### config.mk
export PLATFORM = sky130hd
export DESIGN_NAME = morse_key_timing_decoder
export DESIGN_NICKNAME = d
export VERILOG_FILES = /design/src/rtl/mktd_pkg.sv /design/src/rtl/mktd_core.sv /design/src/rtl/mktd_out_fifo.sv /design/src/rtl/morse_key_timing_decoder.sv
export VERILOG_INCLUDE_DIRS = /design/src /design/src/rtl
export SDC_FILE = /design/constraint.sdc
export NUM_CORES = 1
export LEC_CHECK = 0
export ABC_AREA = 1
export BUFFER_PORTS_ARGS = -buffer_cell sky130_fd_sc_hd__buf_2
export CAP_MARGIN = 25
export CORE_MARGIN = 2
export CORE_UTILIZATION = 57
export CTS_CLUSTER_SIZE = 30
export DETAILED_ROUTE_END_ITERATION = 7
export PLACE_DENSITY = 0.77
export SYNTH_ARGS = -nofsm -noshare
export SYNTH_HDL_FRONTEND = slang
export SYNTH_SLANG_ARGS = --single-unit
### constraint.sdc
create_clock -name clk -period 4.7 [get_ports clk]
set_input_delay 0.47 -clock clk [delete_from_list [all_inputs] [get_ports clk]]
set_output_delay 0.47 -clock clk [all_outputs]
set_load 0.02 [all_outputs]
### src/rtl/morse_key_timing_decoder_assert.svh
// Assertion macros for the Morse key timing decoder.
`ifndef MORSE_KEY_TIMING_DECODER_ASSERT_SVH
`define MORSE_KEY_TIMING_DECODER_ASSERT_SVH

`ifndef SYNTHESIS

// Expression holds at every edge outside reset.
`define MKTD_ASSERT_ALWAYS(lbl, clk, rst, expr) \
  lbl: assert property (@(posedge clk) disable iff (rst) (expr)) \
    else $error("mktd assertion failed");

// Antecedent implies consequent in the same cycle.
`define MKTD_ASSERT_IMPLIES(lbl, clk, rst, ante, cons) \
  lbl: assert property (@(posedge clk) disable iff (rst) (ante) |-> (cons)) \
    else $error("mktd assertion failed");

// Antecedent implies consequent in the next cycle.
`define MKTD_ASSERT_NEXT(lbl, clk, rst, ante, cons) \
  lbl: assert property (@(posedge clk) disable iff (rst) (ante) |=> (cons)) \
    else $error("mktd assertion failed");

`else

`define MKTD_ASSERT_ALWAYS(lbl, clk, rst, expr)
`define MKTD_ASSERT_IMPLIES(lbl, clk, rst, ante, cons)
`define MKTD_ASSERT_NEXT(lbl, clk, rst, ante, cons)

`endif

`endif

### src/rtl/mktd_pkg.sv
// Shared types, constants and the code table of the Morse key timing decoder.
package mktd_pkg;

  localparam int DEFAULT_MAX_SYMBOLS  = 5;
  localparam int DEFAULT_COUNTER_BITS = 16;

  localparam int REG_COUNT = 8;
  localparam int REG_IDX_W = $clog2(REG_COUNT);
  localparam int CFG_IDX_W = 8;
  localparam int CFG_W     = 16;

  // Register indexes
  localparam int REG_DOT_MIN    = 0;
  localparam int REG_DOT_MAX    = 1;
  localparam int REG_DASH_MIN   = 2;
  localparam int REG_DASH_MAX   = 3;
  localparam int REG_LETTER_MIN = 4;
  localparam int REG_LETTER_MAX = 5;
  localparam int REG_WORD_MIN   = 6;
  localparam int REG_WORD_MAX   = 7;

  localparam logic [CFG_W-1:0] REG_RESET [REG_COUNT] = '{
    16'd150, 16'd350, 16'd650, 16'd850, 16'd700, 16'd800, 16'd950, 16'd1050
  };

  localparam int FIFO_DEPTH = 4;
  localparam int PTR_W      = $clog2(FIFO_DEPTH);
  localparam int LEVEL_W    = $clog2(FIFO_DEPTH + 1);

  localparam int CHAR_W = 7;
  localparam logic [CHAR_W-1:0] SPACE_CHAR = 7'd32;

  // Code table: symbol k at bit k, 1 = dash. Letters A..Z then 1..9, 0.
  localparam int TABLE_SIZE   = 36;
  localparam int CODE_MAX_LEN = 5;

  localparam logic [2:0] CODE_LEN [TABLE_SIZE] = '{
    3'd2, 3'd4, 3'd4, 3'd3, 3'd1, 3'd4, 3'd3, 3'd4, 3'd2,
    3'd4, 3'd3, 3'd4, 3'd2, 3'd2, 3'd3, 3'd4, 3'd4, 3'd3,
    3'd3, 3'd1, 3'd3, 3'd4, 3'd3, 3'd4, 3'd4, 3'd4,
    3'd5, 3'd5, 3'd5, 3'd5, 3'd5, 3'd5, 3'd5, 3'd5, 3'd5, 3'd5
  };

  localparam logic [4:0] CODE_BITS [TABLE_SIZE] = '{
    5'd2,  5'd1,  5'd5,  5'd1,  5'd0,  5'd4,  5'd3,  5'd0,  5'd0,
    5'd14, 5'd5,  5'd2,  5'd3,  5'd1,  5'd7,  5'd6,  5'd11, 5'd2,
    5'd0,  5'd1,  5'd4,  5'd8,  5'd6,  5'd9,  5'd13, 5'd3,
    5'd30, 5'd28, 5'd24, 5'd16, 5'd0,  5'd1,  5'd3,  5'd7,  5'd15, 5'd31
  };

  localparam logic [CHAR_W-1:0] CODE_CHAR [TABLE_SIZE] = '{
    7'd65, 7'd66, 7'd67, 7'd68, 7'd69, 7'd70, 7'd71, 7'd72, 7'd73,
    7'd74, 7'd75, 7'd76, 7'd77, 7'd78, 7'd79, 7'd80, 7'd81, 7'd82,
    7'd83, 7'd84, 7'd85, 7'd86, 7'd87, 7'd88, 7'd89, 7'd90,
    7'd49, 7'd50, 7'd51, 7'd52, 7'd53, 7'd54, 7'd55, 7'd56, 7'd57, 7'd48
  };

  // Window register set
  typedef struct packed {
    logic [CFG_W-1:0] dot_min;
    logic [CFG_W-1:0] dot_max;
    logic [CFG_W-1:0] dash_min;
    logic [CFG_W-1:0] dash_max;
    logic [CFG_W-1:0] letter_min;
    logic [CFG_W-1:0] letter_max;
    logic [CFG_W-1:0] word_min;
    logic [CFG_W-1:0] word_max;
  } mktd_cfg_t;

  // Results of one tick, letter first then space
  typedef struct packed {
    logic              letter_valid;
    logic [CHAR_W-1:0] letter;
    logic              space_valid;
  } mktd_push_t;

  typedef struct packed {
    logic [CHAR_W-1:0] char_code;
    logic              last_of_run;
  } mktd_entry_t;

  // Returns the ASCII code for a code, zero when no entry matches.
  function automatic logic [CHAR_W-1:0] code_lookup(logic [2:0] len, logic [4:0] bits);
    logic [CHAR_W-1:0] c;
    c = '0;
    for (int e = 0; e < TABLE_SIZE; e++) begin
      if (CODE_LEN[e] == len && CODE_BITS[e] == bits) c = CODE_CHAR[e];
    end
    return c;
  endfunction

endpackage

### src/rtl/mktd_core.sv
// Edge timing, symbol assembly and code lookup of the Morse key timing decoder.
module mktd_core import mktd_pkg::*; #(
  parameter int MAX_SYMBOLS  = DEFAULT_MAX_SYMBOLS,
  parameter int COUNTER_BITS = DEFAULT_COUNTER_BITS
) (
  input  logic       clk,
  input  logic       rst,
  input  logic       go,
  input  logic       key,
  input  mktd_cfg_t  cfg,
  output mktd_push_t push
);

  localparam int CNT_W = $clog2(MAX_SYMBOLS + 1);
  localparam int IDX_W = $clog2(MAX_SYMBOLS);
  localparam int CMP_W = (COUNTER_BITS > CFG_W) ? COUNTER_BITS : CFG_W;

  logic                    prev_level;
  logic [COUNTER_BITS-1:0] ticks;
  logic [MAX_SYMBOLS-1:0]  symbol_bits;
  logic [CNT_W-1:0]        symbol_count;
  logic                    code_overflow;

  logic                    prev_level_next;
  logic [COUNTER_BITS-1:0] ticks_next;
  logic [MAX_SYMBOLS-1:0]  symbol_bits_next;
  logic [CNT_W-1:0]        symbol_count_next;
  logic                    code_overflow_next;

  logic [COUNTER_BITS-1:0] dur;
  logic [CMP_W-1:0]        dur_x;
  logic rising, falling, letter_win, word_win, dot_win, dash_win, lookup_ok;
  logic [CHAR_W-1:0]       found;

  // Exclusive window test
  function automatic logic in_win(logic [CMP_W-1:0] d, logic [CFG_W-1:0] lo,
                                  logic [CFG_W-1:0] hi);
    return (d > CMP_W'(lo)) && (d < CMP_W'(hi));
  endfunction

  // Saturating advance; on an edge this is the length of the level that ended
  assign dur   = (ticks == '1) ? ticks : ticks + COUNTER_BITS'(1);
  assign dur_x = CMP_W'(dur);

  assign rising  = key && !prev_level;
  assign falling = !key && prev_level;

  assign letter_win = in_win(dur_x, cfg.letter_min, cfg.letter_max);
  assign word_win   = !letter_win && in_win(dur_x, cfg.word_min, cfg.word_max);
  assign dot_win    = in_win(dur_x, cfg.dot_min, cfg.dot_max);
  assign dash_win   = !dot_win && in_win(dur_x, cfg.dash_min, cfg.dash_max);

  assign lookup_ok = !code_overflow && (symbol_count != '0) &&
                     (symbol_count <= CNT_W'(CODE_MAX_LEN));
  assign found     = lookup_ok ? code_lookup(symbol_count[2:0], symbol_bits[4:0]) : '0;

  assign push.letter_valid = go && rising && (letter_win || word_win) && (found != '0);
  assign push.letter       = found;
  assign push.space_valid  = go && rising && word_win;

  always_comb begin
    prev_level_next    = key;
    ticks_next         = (rising || falling) ? '0 : dur;
    symbol_bits_next   = symbol_bits;
    symbol_count_next  = symbol_count;
    code_overflow_next = code_overflow;
    if (rising && (letter_win || word_win)) begin
      symbol_bits_next   = '0;
      symbol_count_next  = '0;
      code_overflow_next = 1'b0;
    end else if (falling && (dot_win || dash_win)) begin
      if (symbol_count >= CNT_W'(MAX_SYMBOLS)) begin
        code_overflow_next = 1'b1;
      end else begin
        symbol_bits_next[symbol_count[IDX_W-1:0]] = dash_win;
        symbol_count_next = symbol_count + CNT_W'(1);
      end
    end
  end

  always_ff @(posedge clk) begin
    if (rst) begin
      prev_level    <= 1'b0;
      ticks         <= '0;
      symbol_bits   <= '0;
      symbol_count  <= '0;
      code_overflow <= 1'b0;
    end else if (go) begin
      prev_level    <= prev_level_next;
      ticks         <= ticks_next;
      symbol_bits   <= symbol_bits_next;
      symbol_count  <= symbol_count_next;
      code_overflow <= code_overflow_next;
    end
  end

endmodule

### src/rtl/mktd_out_fifo.sv
// Result queue of the Morse key timing decoder, two words in, one word out.
module mktd_out_fifo import mktd_pkg::*; (
  input  logic               clk,
  input  logic               rst,
  input  mktd_push_t         push,
  output logic [LEVEL_W-1:0] level,
  output logic               out_valid,
  input  logic               out_stall,
  output logic [CHAR_W-1:0]  char_code,
  output logic               last_of_run
);

  mktd_entry_t      mem [FIFO_DEPTH];
  logic [PTR_W-1:0] wr_ptr;
  logic [PTR_W-1:0] rd_ptr;
  logic [PTR_W-1:0] space_ptr;
  logic [1:0]       n_push;
  logic             pop;

  assign n_push    = {1'b0, push.letter_valid} + {1'b0, push.space_valid};
  assign space_ptr = push.letter_valid ? wr_ptr + PTR_W'(1) : wr_ptr;

  assign out_valid   = (level != '0);
  assign pop         = out_valid && !out_stall;
  assign char_code   = mem[rd_ptr].char_code;
  assign last_of_run = mem[rd_ptr].last_of_run;

  always_ff @(posedge clk) begin
    if (rst) begin
      wr_ptr <= '0;
      rd_ptr <= '0;
      level  <= '0;
    end else begin
      wr_ptr <= wr_ptr + PTR_W'(n_push);
      rd_ptr <= rd_ptr + PTR_W'(pop);
      level  <= level + LEVEL_W'(n_push) - LEVEL_W'(pop);
    end
  end

  always_ff @(posedge clk) begin
    if (push.letter_valid) begin
      mem[wr_ptr] <= '{char_code: push.letter, last_of_run: !push.space_valid};
    end
    if (push.space_valid) begin
      mem[space_ptr] <= '{char_code: SPACE_CHAR, last_of_run: 1'b1};
    end
  end

endmodule

### src/rtl/morse_key_timing_decoder.sv
// Top level of the Morse key timing decoder: config registers, input stage, core, queue.
//
//   channel  | handshake              | payload
//   ---------+------------------------+------------------------------
//   in       | in_valid / in_stall    | key_level (one ms tick)
//   out      | out_valid / out_stall  | char_code, last_of_run
//   cfg      | cfg_valid / cfg_ready  | cfg_index, cfg_data (16 bits)
//
// One tick is taken per cycle while there is room, held in the input register;
// the core updates its state and pushes up to two words into a four-word queue.
// A tick waits in the input register while the queue has fewer than two free
// words, so out_stall backs up into in_stall; nothing else slows the block.
// Reset (synchronous) loads the default windows and clears timing and code state.
// cfg_ready is always high; indexes beyond the last register are dropped.
module morse_key_timing_decoder import mktd_pkg::*; #(
  parameter int MAX_SYMBOLS  = DEFAULT_MAX_SYMBOLS,
  parameter int COUNTER_BITS = DEFAULT_COUNTER_BITS
) (
  input  logic                 clk,
  input  logic                 rst,
  input  logic                 in_valid,
  output logic                 in_stall,
  input  logic                 key_level,
  output logic                 out_valid,
  input  logic                 out_stall,
  output logic [CHAR_W-1:0]    char_code,
  output logic                 last_of_run,
  input  logic                 cfg_valid,
  output logic                 cfg_ready,
  input  logic [CFG_IDX_W-1:0] cfg_index,
  input  logic [CFG_W-1:0]     cfg_data
);

`include "morse_key_timing_decoder_assert.svh"

  logic [CFG_W-1:0]   cfg_regs [REG_COUNT];
  mktd_cfg_t          cfg;

  // Input register
  logic               in_q_valid;
  logic               key_q;
  logic               room;
  logic               go;
  logic               in_take;

  mktd_push_t         push;
  logic [LEVEL_W-1:0] fifo_level;

  // Config writes land directly; the user must issue them while idle, unchecked here
  assign cfg_ready = 1'b1;

  always_ff @(posedge clk) begin
    if (rst) begin
      cfg_regs <= REG_RESET;
    end else if (cfg_valid && cfg_ready && (cfg_index < CFG_IDX_W'(REG_COUNT))) begin
      cfg_regs[cfg_index[REG_IDX_W-1:0]] <= cfg_data;
    end
  end

  assign cfg = '{
    dot_min:    cfg_regs[REG_DOT_MIN],
    dot_max:    cfg_regs[REG_DOT_MAX],
    dash_min:   cfg_regs[REG_DASH_MIN],
    dash_max:   cfg_regs[REG_DASH_MAX],
    letter_min: cfg_regs[REG_LETTER_MIN],
    letter_max: cfg_regs[REG_LETTER_MAX],
    word_min:   cfg_regs[REG_WORD_MIN],
    word_max:   cfg_regs[REG_WORD_MAX]
  };

  // A held tick moves on only when the queue can take both possible words
  assign room     = (fifo_level <= LEVEL_W'(FIFO_DEPTH - 2));
  assign go       = in_q_valid && room;
  assign in_stall = in_q_valid && !room;
  assign in_take  = in_valid && !in_stall;

  always_ff @(posedge clk) begin
    if (rst) begin
      in_q_valid <= 1'b0;
    end else if (in_take) begin
      in_q_valid <= 1'b1;
    end else if (go) begin
      in_q_valid <= 1'b0;
    end
  end

  always_ff @(posedge clk) begin
    if (in_take) begin
      key_q <= key_level;
    end
  end

  mktd_core #(
    .MAX_SYMBOLS  (MAX_SYMBOLS),
    .COUNTER_BITS (COUNTER_BITS)
  ) u_core (
    .clk  (clk),
    .rst  (rst),
    .go   (go),
    .key  (key_q),
    .cfg  (cfg),
    .push (push)
  );

  mktd_out_fifo u_fifo (
    .clk         (clk),
    .rst         (rst),
    .push        (push),
    .level       (fifo_level),
    .out_valid   (out_valid),
    .out_stall   (out_stall),
    .char_code   (char_code),
    .last_of_run (last_of_run)
  );

  // Words only come from a tick that presses the key
  `MKTD_ASSERT_IMPLIES(a_push_on_press, clk, rst, push.letter_valid || push.space_valid, go && key_q)
  // Queue never overfills
  `MKTD_ASSERT_ALWAYS(a_fifo_bound, clk, rst, fifo_level <= LEVEL_W'(FIFO_DEPTH))
  // A taken tick is held in the input register next cycle
  `MKTD_ASSERT_NEXT(a_tick_held, clk, rst, in_take, in_q_valid)

endmodule

==> results.md, run 1 <==
- DP HPWL: 21190 µm
- Worst slew pin tran: 0.9973 ns
- Critical path class: reg2reg
- Post-Synthesis Cells: 1585
- Sequential area share after synthesis: 34.28%
- Peak per-stage delay on the critical path: 0.55 ns
- Antenna-violating nets left: 0
- Worst Setup End Kind: flip-flop
- H-tree levels: 4
- Hold crit path type: in2reg
- First-pass GRT wire length: 48070 µm
- Final min period: 4.437 ns
- Routed WL: 29070 µm
- Post-synth net total: 1758
- Number of clock sinks seen by CTS: 195
- Worst-path clk slew: 0.08 ns
- Die Span Y: 145.5 µm
- Final hold vios: 0
- Clock Skew: 0.01466 ns
- M2 GR Usage: 48.72%
- Port Buffer Count: 39
- Layout filler cell count: 1745
- Vias per inst: 5.476
- Yosys reg bits: 195
- Relative slew slack: 32.65%
- Ant diodes: 0
- Post-synth top area cell: dfxtp_1
- Global routing usage on met3: 4.263%
- Initial antenna violation count: 0
- Most frequent cell after synthesis: nand2_1
- Core area: 19590 µm²
- P_leak: 5.958 nW
- Post-synth top cells: 239 x nand2_1, 234 x inv_1, 218 x a21oi_1, 194 x dfxtp_1, 162 x o21ai_0
- Hold Crit Start: key_level
- Row cnt: 51
- Most frequent cell on the critical path: inv_1
- Worst r2r src: u_core.ticks[6]
- Clock buffer depth: 2
- CP max-delay cell: fa_2
- Max VDD drop: 0.0002798 V
- Met1 Usage GRT: 32.80%
- Dominant cells by area after synthesis: dfxtp_1 34%, ha_1 16%, a21oi_1 9.6%, nand2_1 7.9%, inv_1 7.7%
- Non-Filler Instances: 1923
- Register area: 3918 µm²
- Kind of start point of the critical path: flip-flop
- Die width: 145.5 µm
- Asr flop ratio synth: 0%
- Vias in the first global route: 10.05k
- Final Max Slew Viols: 0
- Main synth FF type: dfxtp_1
- Router iterations before antenna repair: 7
- PwrDens: 283.9 nW/µm²
- Reg-to-Reg End: u_fifo.level[1]
- Cell variety after synth: 50
- Crit Path Max Fanout: 5
- Most used routing layer: met2
- Drt drc: 0
- Num CTS Buffers: 17
- Largest net degree at the start of global routing: 56
- TritonCTS clock tree: built
- Peak Freq: 225.4 MHz
- Via count: 10.53k
- Cell count after placement: 1885
- Initial drt markers: 693
- Maxcap violations: 0
- Nets: 1818
- Status: complete, no violations
- WP data required: 5.09 ns
- Smallest hold slack: 0.1940 ns
- Top-level I/O count: 41
- Hold path cells: 1
- Congestion Overflow GR: 0
- R2R setup slack: 0.26 ns
- Global-route usage over all layers: 27.56%
- Yosys top cell area share: 34.02%
- Hold_buf cts: 0
- Final number of setup-violating endpoints: 0
- WHS Endpoint: key_q
- Reg2Reg Depth: 23
- Starting density of the core: 58.27%
- Clock Tree Root: clkbuf_16
- Avg Inst Size Synth: 7.202 µm²
- Final worst-path cycle share: 94.40%
- Synthesized area: 11420 µm²
- Full die area: 21180 µm²
- Area of the multi-input gates: 6528 µm²
- Share of cells above drive strength 1: 10.31%
- Post-synth EDFFs: 1
- Yosys synthesis warning count: 0
- Gpl congestion: 0.9442
- Area Growth Syn to Fin: 12.03%
- Clock Latency Late Sink: 0.45 ns
- Arrival @ worst endpoint: 4.82 ns
- WL/cell: 15.12 µm
- Worst path cell trace: inv_1 > nor3_1 > nand2_1 > nor2_1 > nand3_1 > xor2_1 > nand2_1 > ha_1 > nand4_1 > or3_1 > a31o_2 > a21oi_2 > nand2_2 > nand2_4 > nand3_4 > inv_1 > ha_2 > inv_1 > ha_1 > inv_1 > fa_2 > inv_1 > nor2_1
-- power by group --
group / total (mW) / switching [mW] / internal, mW
Combinational: 0.474 / 0.316 / 0.159
Sequential: 1.72 / 0.0394 / 1.68
Clock: 1.44 / 0.729 / 0.709
Total: 3.63 / 1.08 / 2.55
-- worst max path at each step --
stage | startpoint | end | slack (ns) | cells past startpoint
after global routing | u_core.ticks[6] | u_fifo.level[1] | -0.03 | 26
after CTS | u_core.ticks[1] | u_fifo.level[2] | 0.004 | 29
after detailed placement | u_core.ticks[1] | u_fifo.level[2] | -0.08 | 29
after global placement | u_core.ticks[1] | u_fifo.level[2] | 0.09 | 29
after floorplan | u_core.ticks[0] | u_fifo.level[2] | 0.03 | 28
final | u_core.ticks[6] | u_fifo.level[1] | 0.26 | 23
-- per-layer routing --
layer  vias to the layer above  wire [µm]
met1                      4781      12490
met3                        74       1316
met5                         -          0
li1                       5380          -
met4                         0       1013
met2                       296      14250
-- metrics by stage --
step | instance area [µm²] | power, mW | setup WS (ns) | TNS (ns) | utilization (%)
6_report | 12790 | 3.632 | 0.2634 | 0 | 65.29
5_1_grt | 12790 | 3.764 | -0.02522 | -0.03887 | 65.29
4_1_cts | 12660 | 3.633 | 0.004401 | 0 | 64.61
3_5_place_dp | 12070 | 2.220 | -0.08388 | -0.08388 | 61.60
2_1_floorplan | 11420 | 2.061 | 0.02975 | 0 | -
3_3_place_gp | 12060 | 2.212 | 0.09038 | 0 | 61.57
-- cell usage in the layout, fill, tap and decap left out, drive strengths merged, types with 2 or more instances in the layout --
cell type,count
nor4,4
ha,142
nor3,11
nand2,244
a21oi,219
nand4,20
clkinv,6
buf,82
a211oi,8
nor3b,2
nand3,58
xor2,9
o211ai,18
nor2,171
xnor2,5
o21ai,163
o221ai,2
o21bai,2
o2111ai,4
o22ai,8
inv,252
clkinvlp,2
dfxtp,194
clkbuf,18
-- worst max-delay path, delay by kind of cell (launching register included) --
| kind | cells | cell delay [ns] |
|---|---|---|
| adder cells (fa/ha/maj) | 4 | 1.33 |
| buffers and inverters | 5 | 0.32 |
| AO/OA/AOI/OAI | 2 | 0.40 |
| AND/OR/NAND/NOR | 11 | 1.70 |
| XOR/XNOR | 1 | 0.16 |
| flip-flops | 1 | 0.44 |
-- logic make-up after synthesis --
| logic type | share of synthesized area, % |
|---|---|
| other | 0.03285 |
| buffers and inverters | 9.481 |
| AOI/OAI and AO/OA | 20.10 |
| and+or+nand+nor | 19.09 |
| xor gates and xnor gates | 1.271 |
| adders and majority gates | 15.74 |
| DFF | 34.28 |
-- area by class of cell --
| class | instances | area share [%] |
|---|---|---|
| clock buffer | 18 | 3.356 |
| clock inverter | 14 | 1.135 |
| inverter | 246 | 7.220 |
| multi-input combinational | 1103 | 51.04 |
| sequential | 195 | 30.63 |
| tap | 265 | 2.592 |
| timing repair buffer | 82 | 4.031 |
-- registers in the layout, summed over array words and instances, names as in the netlist, 2 cells and up --
name and flops:
u_fifo.level 3, u_fifo.wr_ptr 2, u_core.symbol_bits 5, cfg 128, u_fifo.rd_ptr 2, u_core.symbol_count 3, u_core.ticks 16, u_fifo.mem 32
-- what timing repair did --
action / CTS / global route
pin swaps: 1 / 9
cloned: 0 / 0
buffers inserted: 1 / 3
setup endpoints to repair: 2 / 3
gates resized for setup: 2 / 25
(Power assumes the default switching activity.)
==> run 2: changes to the inputs <==
--- a/config.mk
+++ b/config.mk
@@ -9,7 +9,7 @@
 export ABC_AREA = 1
 export BUFFER_PORTS_ARGS = -buffer_cell sky130_fd_sc_hd__buf_2
 export CAP_MARGIN = 25
-export CORE_MARGIN = 2
+export CORE_MARGIN = 8
 export CORE_UTILIZATION = 57
 export CTS_CLUSTER_SIZE = 30
 export DETAILED_ROUTE_END_ITERATION = 7
==> constraint.sdc (replaced) <==
create_clock -name clk -period 4.7 [get_ports clk]
set_input_delay 0.47 -clock clk [delete_from_list [all_inputs] [get_ports clk]]
set_output_delay 0.47 -clock clk [all_outputs]
set_load 0.005 [all_outputs]
==> run 2 against run 1 <==
Non-clock buffer count did not move. Combinational power fell by 12%. Critical path depth rose by 3. Worst hold slack improved by 0.014 ns. First-iteration DRC count fell by 5.1%.
==> results.md, run 2 (same netlist as run 1, synthesis figures left out) <==
- Status: complete, no violations (unchanged)
- Clock Tree Root: clkbuf_16 (unchanged)
- PwrDens: 283.0 nW/µm² (was 283.9 nW/µm²)
- Hold_buf cts: 0 (unchanged)
- Final core occ: 65.41% (was 65.29%)
- Peak per-stage delay on the critical path: 0.55 ns (about the same)
- Final worst-path cycle share: 95.17% (was 94.40%)
- Die width: 157.5 µm (was 145.5 µm)
- Congestion Overflow GR: 0 (unchanged)
- Reg2Reg Depth: 26 (was 23)
- Layout filler cell count: 1744 (was 1745)
- Maxcap violations: 0 (unchanged)
- Clock Skew: 0.01140 ns (was 0.01466 ns)
- Die Span Y: 157.5 µm (was 145.5 µm)
- Routed WL: 29090 µm (was 29070 µm)
- P_leak: 5.994 nW (was 5.958 nW)
- CP max-delay cell: fa_2 (unchanged)
- Final hold vios: 0 (unchanged)
- Final min period: 4.473 ns (was 4.437 ns)
- Most frequent cell on the critical path: inv_1 (unchanged)
- R2R setup slack: 0.23 ns (was 0.26 ns)
- Router iterations before antenna repair: 5 (was 7)
- Worst r2r src: u_core.ticks[0] (was u_core.ticks[6])
- Vias in the first global route: 10.02k (was 10.05k)
- Critical path class: reg2reg (unchanged)
- Core area: 19590 µm² (unchanged)
- Number of clock sinks seen by CTS: 195 (unchanged)
- Full die area: 24810 µm² (was 21180 µm²)
- Area Growth Syn to Fin: 12.25% (was 12.03%)
- Top-level I/O count: 41 (unchanged)
- Initial antenna violation count: 0 (unchanged)
- Drt drc: 0 (unchanged)
- First-pass GRT wire length: 47590 µm (was 48070 µm)
- Max FFs per register: 128 (unchanged)
- H-tree levels: 4 (unchanged)
- Global-route usage over all layers: 23.67% (was 27.56%)
- Area of the multi-input gates: 6516 µm² (was 6528 µm²)
- Worst Setup End Kind: flip-flop (unchanged)
- Port Buffer Count: 39 (unchanged)
- Setup TNS: 0 ns (unchanged)
- WL/cell: 15.13 µm (was 15.12 µm)
- DP HPWL: 21440 µm (was 21190 µm)
- Worst slew pin tran: 1.003 ns (was 0.9973 ns)
- Setup crit start: u_core.ticks[0] (was u_core.ticks[6])
- Hold crit path type: in2reg (unchanged)
- Final Max Slew Viols: 0 (unchanged)
- Smallest hold slack: 0.2084 ns (was 0.1940 ns)
- Via count: 10.58k (was 10.53k)
- Largest net degree at the start of global routing: 69 (was 56)
- Crit Path Max Fanout: 5 (unchanged)
- Critical Path End: u_fifo.level[1] (unchanged)
- Arrival @ worst endpoint: 4.84 ns (was 4.82 ns)
- Num CTS Buffers: 17 (unchanged)
- Share of cells above drive strength 1: 10.49% (was 10.31%)
- Register area: 3919 µm² (was 3918 µm²)
- Max VDD drop: 0.0002891 V (was 0.0002798 V)
- Starting density of the core: 58.27% (unchanged)
- TritonCTS clock tree: built (unchanged)
- Relative slew slack: 33.15% (was 32.65%)
- WP data required: 5.07 ns (was 5.09 ns)
- Reg-to-Reg End: u_fifo.level[1] (unchanged)
- Nets: 1818 (unchanged)
- Final number of setup-violating endpoints: 0 (unchanged)
- Clock buffer depth: 2 (unchanged)
- Vias per inst: 5.499 (was 5.476)
- Row cnt: 51 (unchanged)
- Commonest non-fill, non-tap cell in the layout: nand2_1 (unchanged)
- Ant diodes: 0 (unchanged)
- Antenna-violating nets left: 0 (unchanged)
- Overall Power: 3.626 mW (was 3.632 mW)
- Commonest cells after routing, fill and taps aside: 237 x nand2_1, 231 x inv_1, 216 x a21oi_1 (was 238 x nand2_1, 233 x inv_1, 215 x a21oi_1)
- Worst-path clk slew: 0.07 ns (was 0.08 ns)
- Initial drt markers: 658 (was 693)
- Peak Freq: 223.6 MHz (was 225.4 MHz)
- Gpl congestion: 0.8754 (was 0.9442)
- Clock Latency Late Sink: 0.44 ns (was 0.45 ns)
- Kind of start point of the critical path: flip-flop (unchanged)
[run 2: worst max-delay path: cells and delay by family (launching register included)]
family | cells | cell delay [ns]
xor gates and xnor gates | 1 | 0.29
DFF | 1 | 0.33
and+or+nand+nor | 9 | 1.06
adders and majority gates | 5 | 1.44
AOI/OAI and AO/OA | 4 | 0.68
buffers and inverters | 7 | 0.59
[run 2: power by group]
group | switching, mW | internal, mW
logic | 0.264 | 0.156
clock network | 0.669 | 0.818
registers | 0.0396 | 1.68
total | 0.972 | 2.65
[run 2: area by class of cell]
class | instances | area share, %
Multi-Input combinational cell | 1103 | 50.85
Tap cell | 265 | 2.587
Clock buffer | 22 | 3.857
Sequential cell | 195 | 30.58
Inverter | 246 | 7.206
Clock inverter | 10 | 0.8397
Timing Repair Buffer | 82 | 4.081
[run 2: worst min-delay path by stage]
| stage | startpoint | end | slack [ns] | depth (start not counted) |
|---|---|---|---|---|
| after floorplan | cfg[101] | cfg[101] | 0.44 | 2 |
| final | key_level | key_q | 0.21 | 1 |
| after detailed placement | cfg[75] | cfg[75] | 0.45 | 2 |
| after global placement | cfg[91] | cfg[91] | 0.45 | 2 |
| after global routing | key_level | key_q | 0.20 | 1 |
| after CTS | key_level | key_q | 0.20 | 1 |
[run 2: layer usage]
| metal | vias to the layer above | routed length (µm) | track usage [%] |
|---|---|---|---|
| met2 | 263 | 14590 | 42.72 |
| met4 | 0 | 867 | 9.293 |
| met5 | - | 0 | 0 |
| li1 | 5375 | - | - |
| met3 | 72 | 1108 | 3.729 |
| met1 | 4865 | 12520 | 27.49 |
[run 2: stage by stage]
stage / setup slack, ns / std cells / area, µm²
after floorplan: 0.02975 / 1585 / 11420
after global placement: -0.006879 / 1883 / 12050
after detailed placement: -0.2064 / 1885 / 12070
after CTS: 0.01494 / 1918 / 12700
after global routing: -0.09470 / 1923 / 12810
final: 0.2271 / 1923 / 12810
[run 2: what timing repair did]
item	in CTS	in global routing
pin swaps	1	12
endpoints found under the setup margin	2	15
resized for setup	4	27
buffers inserted	1	5
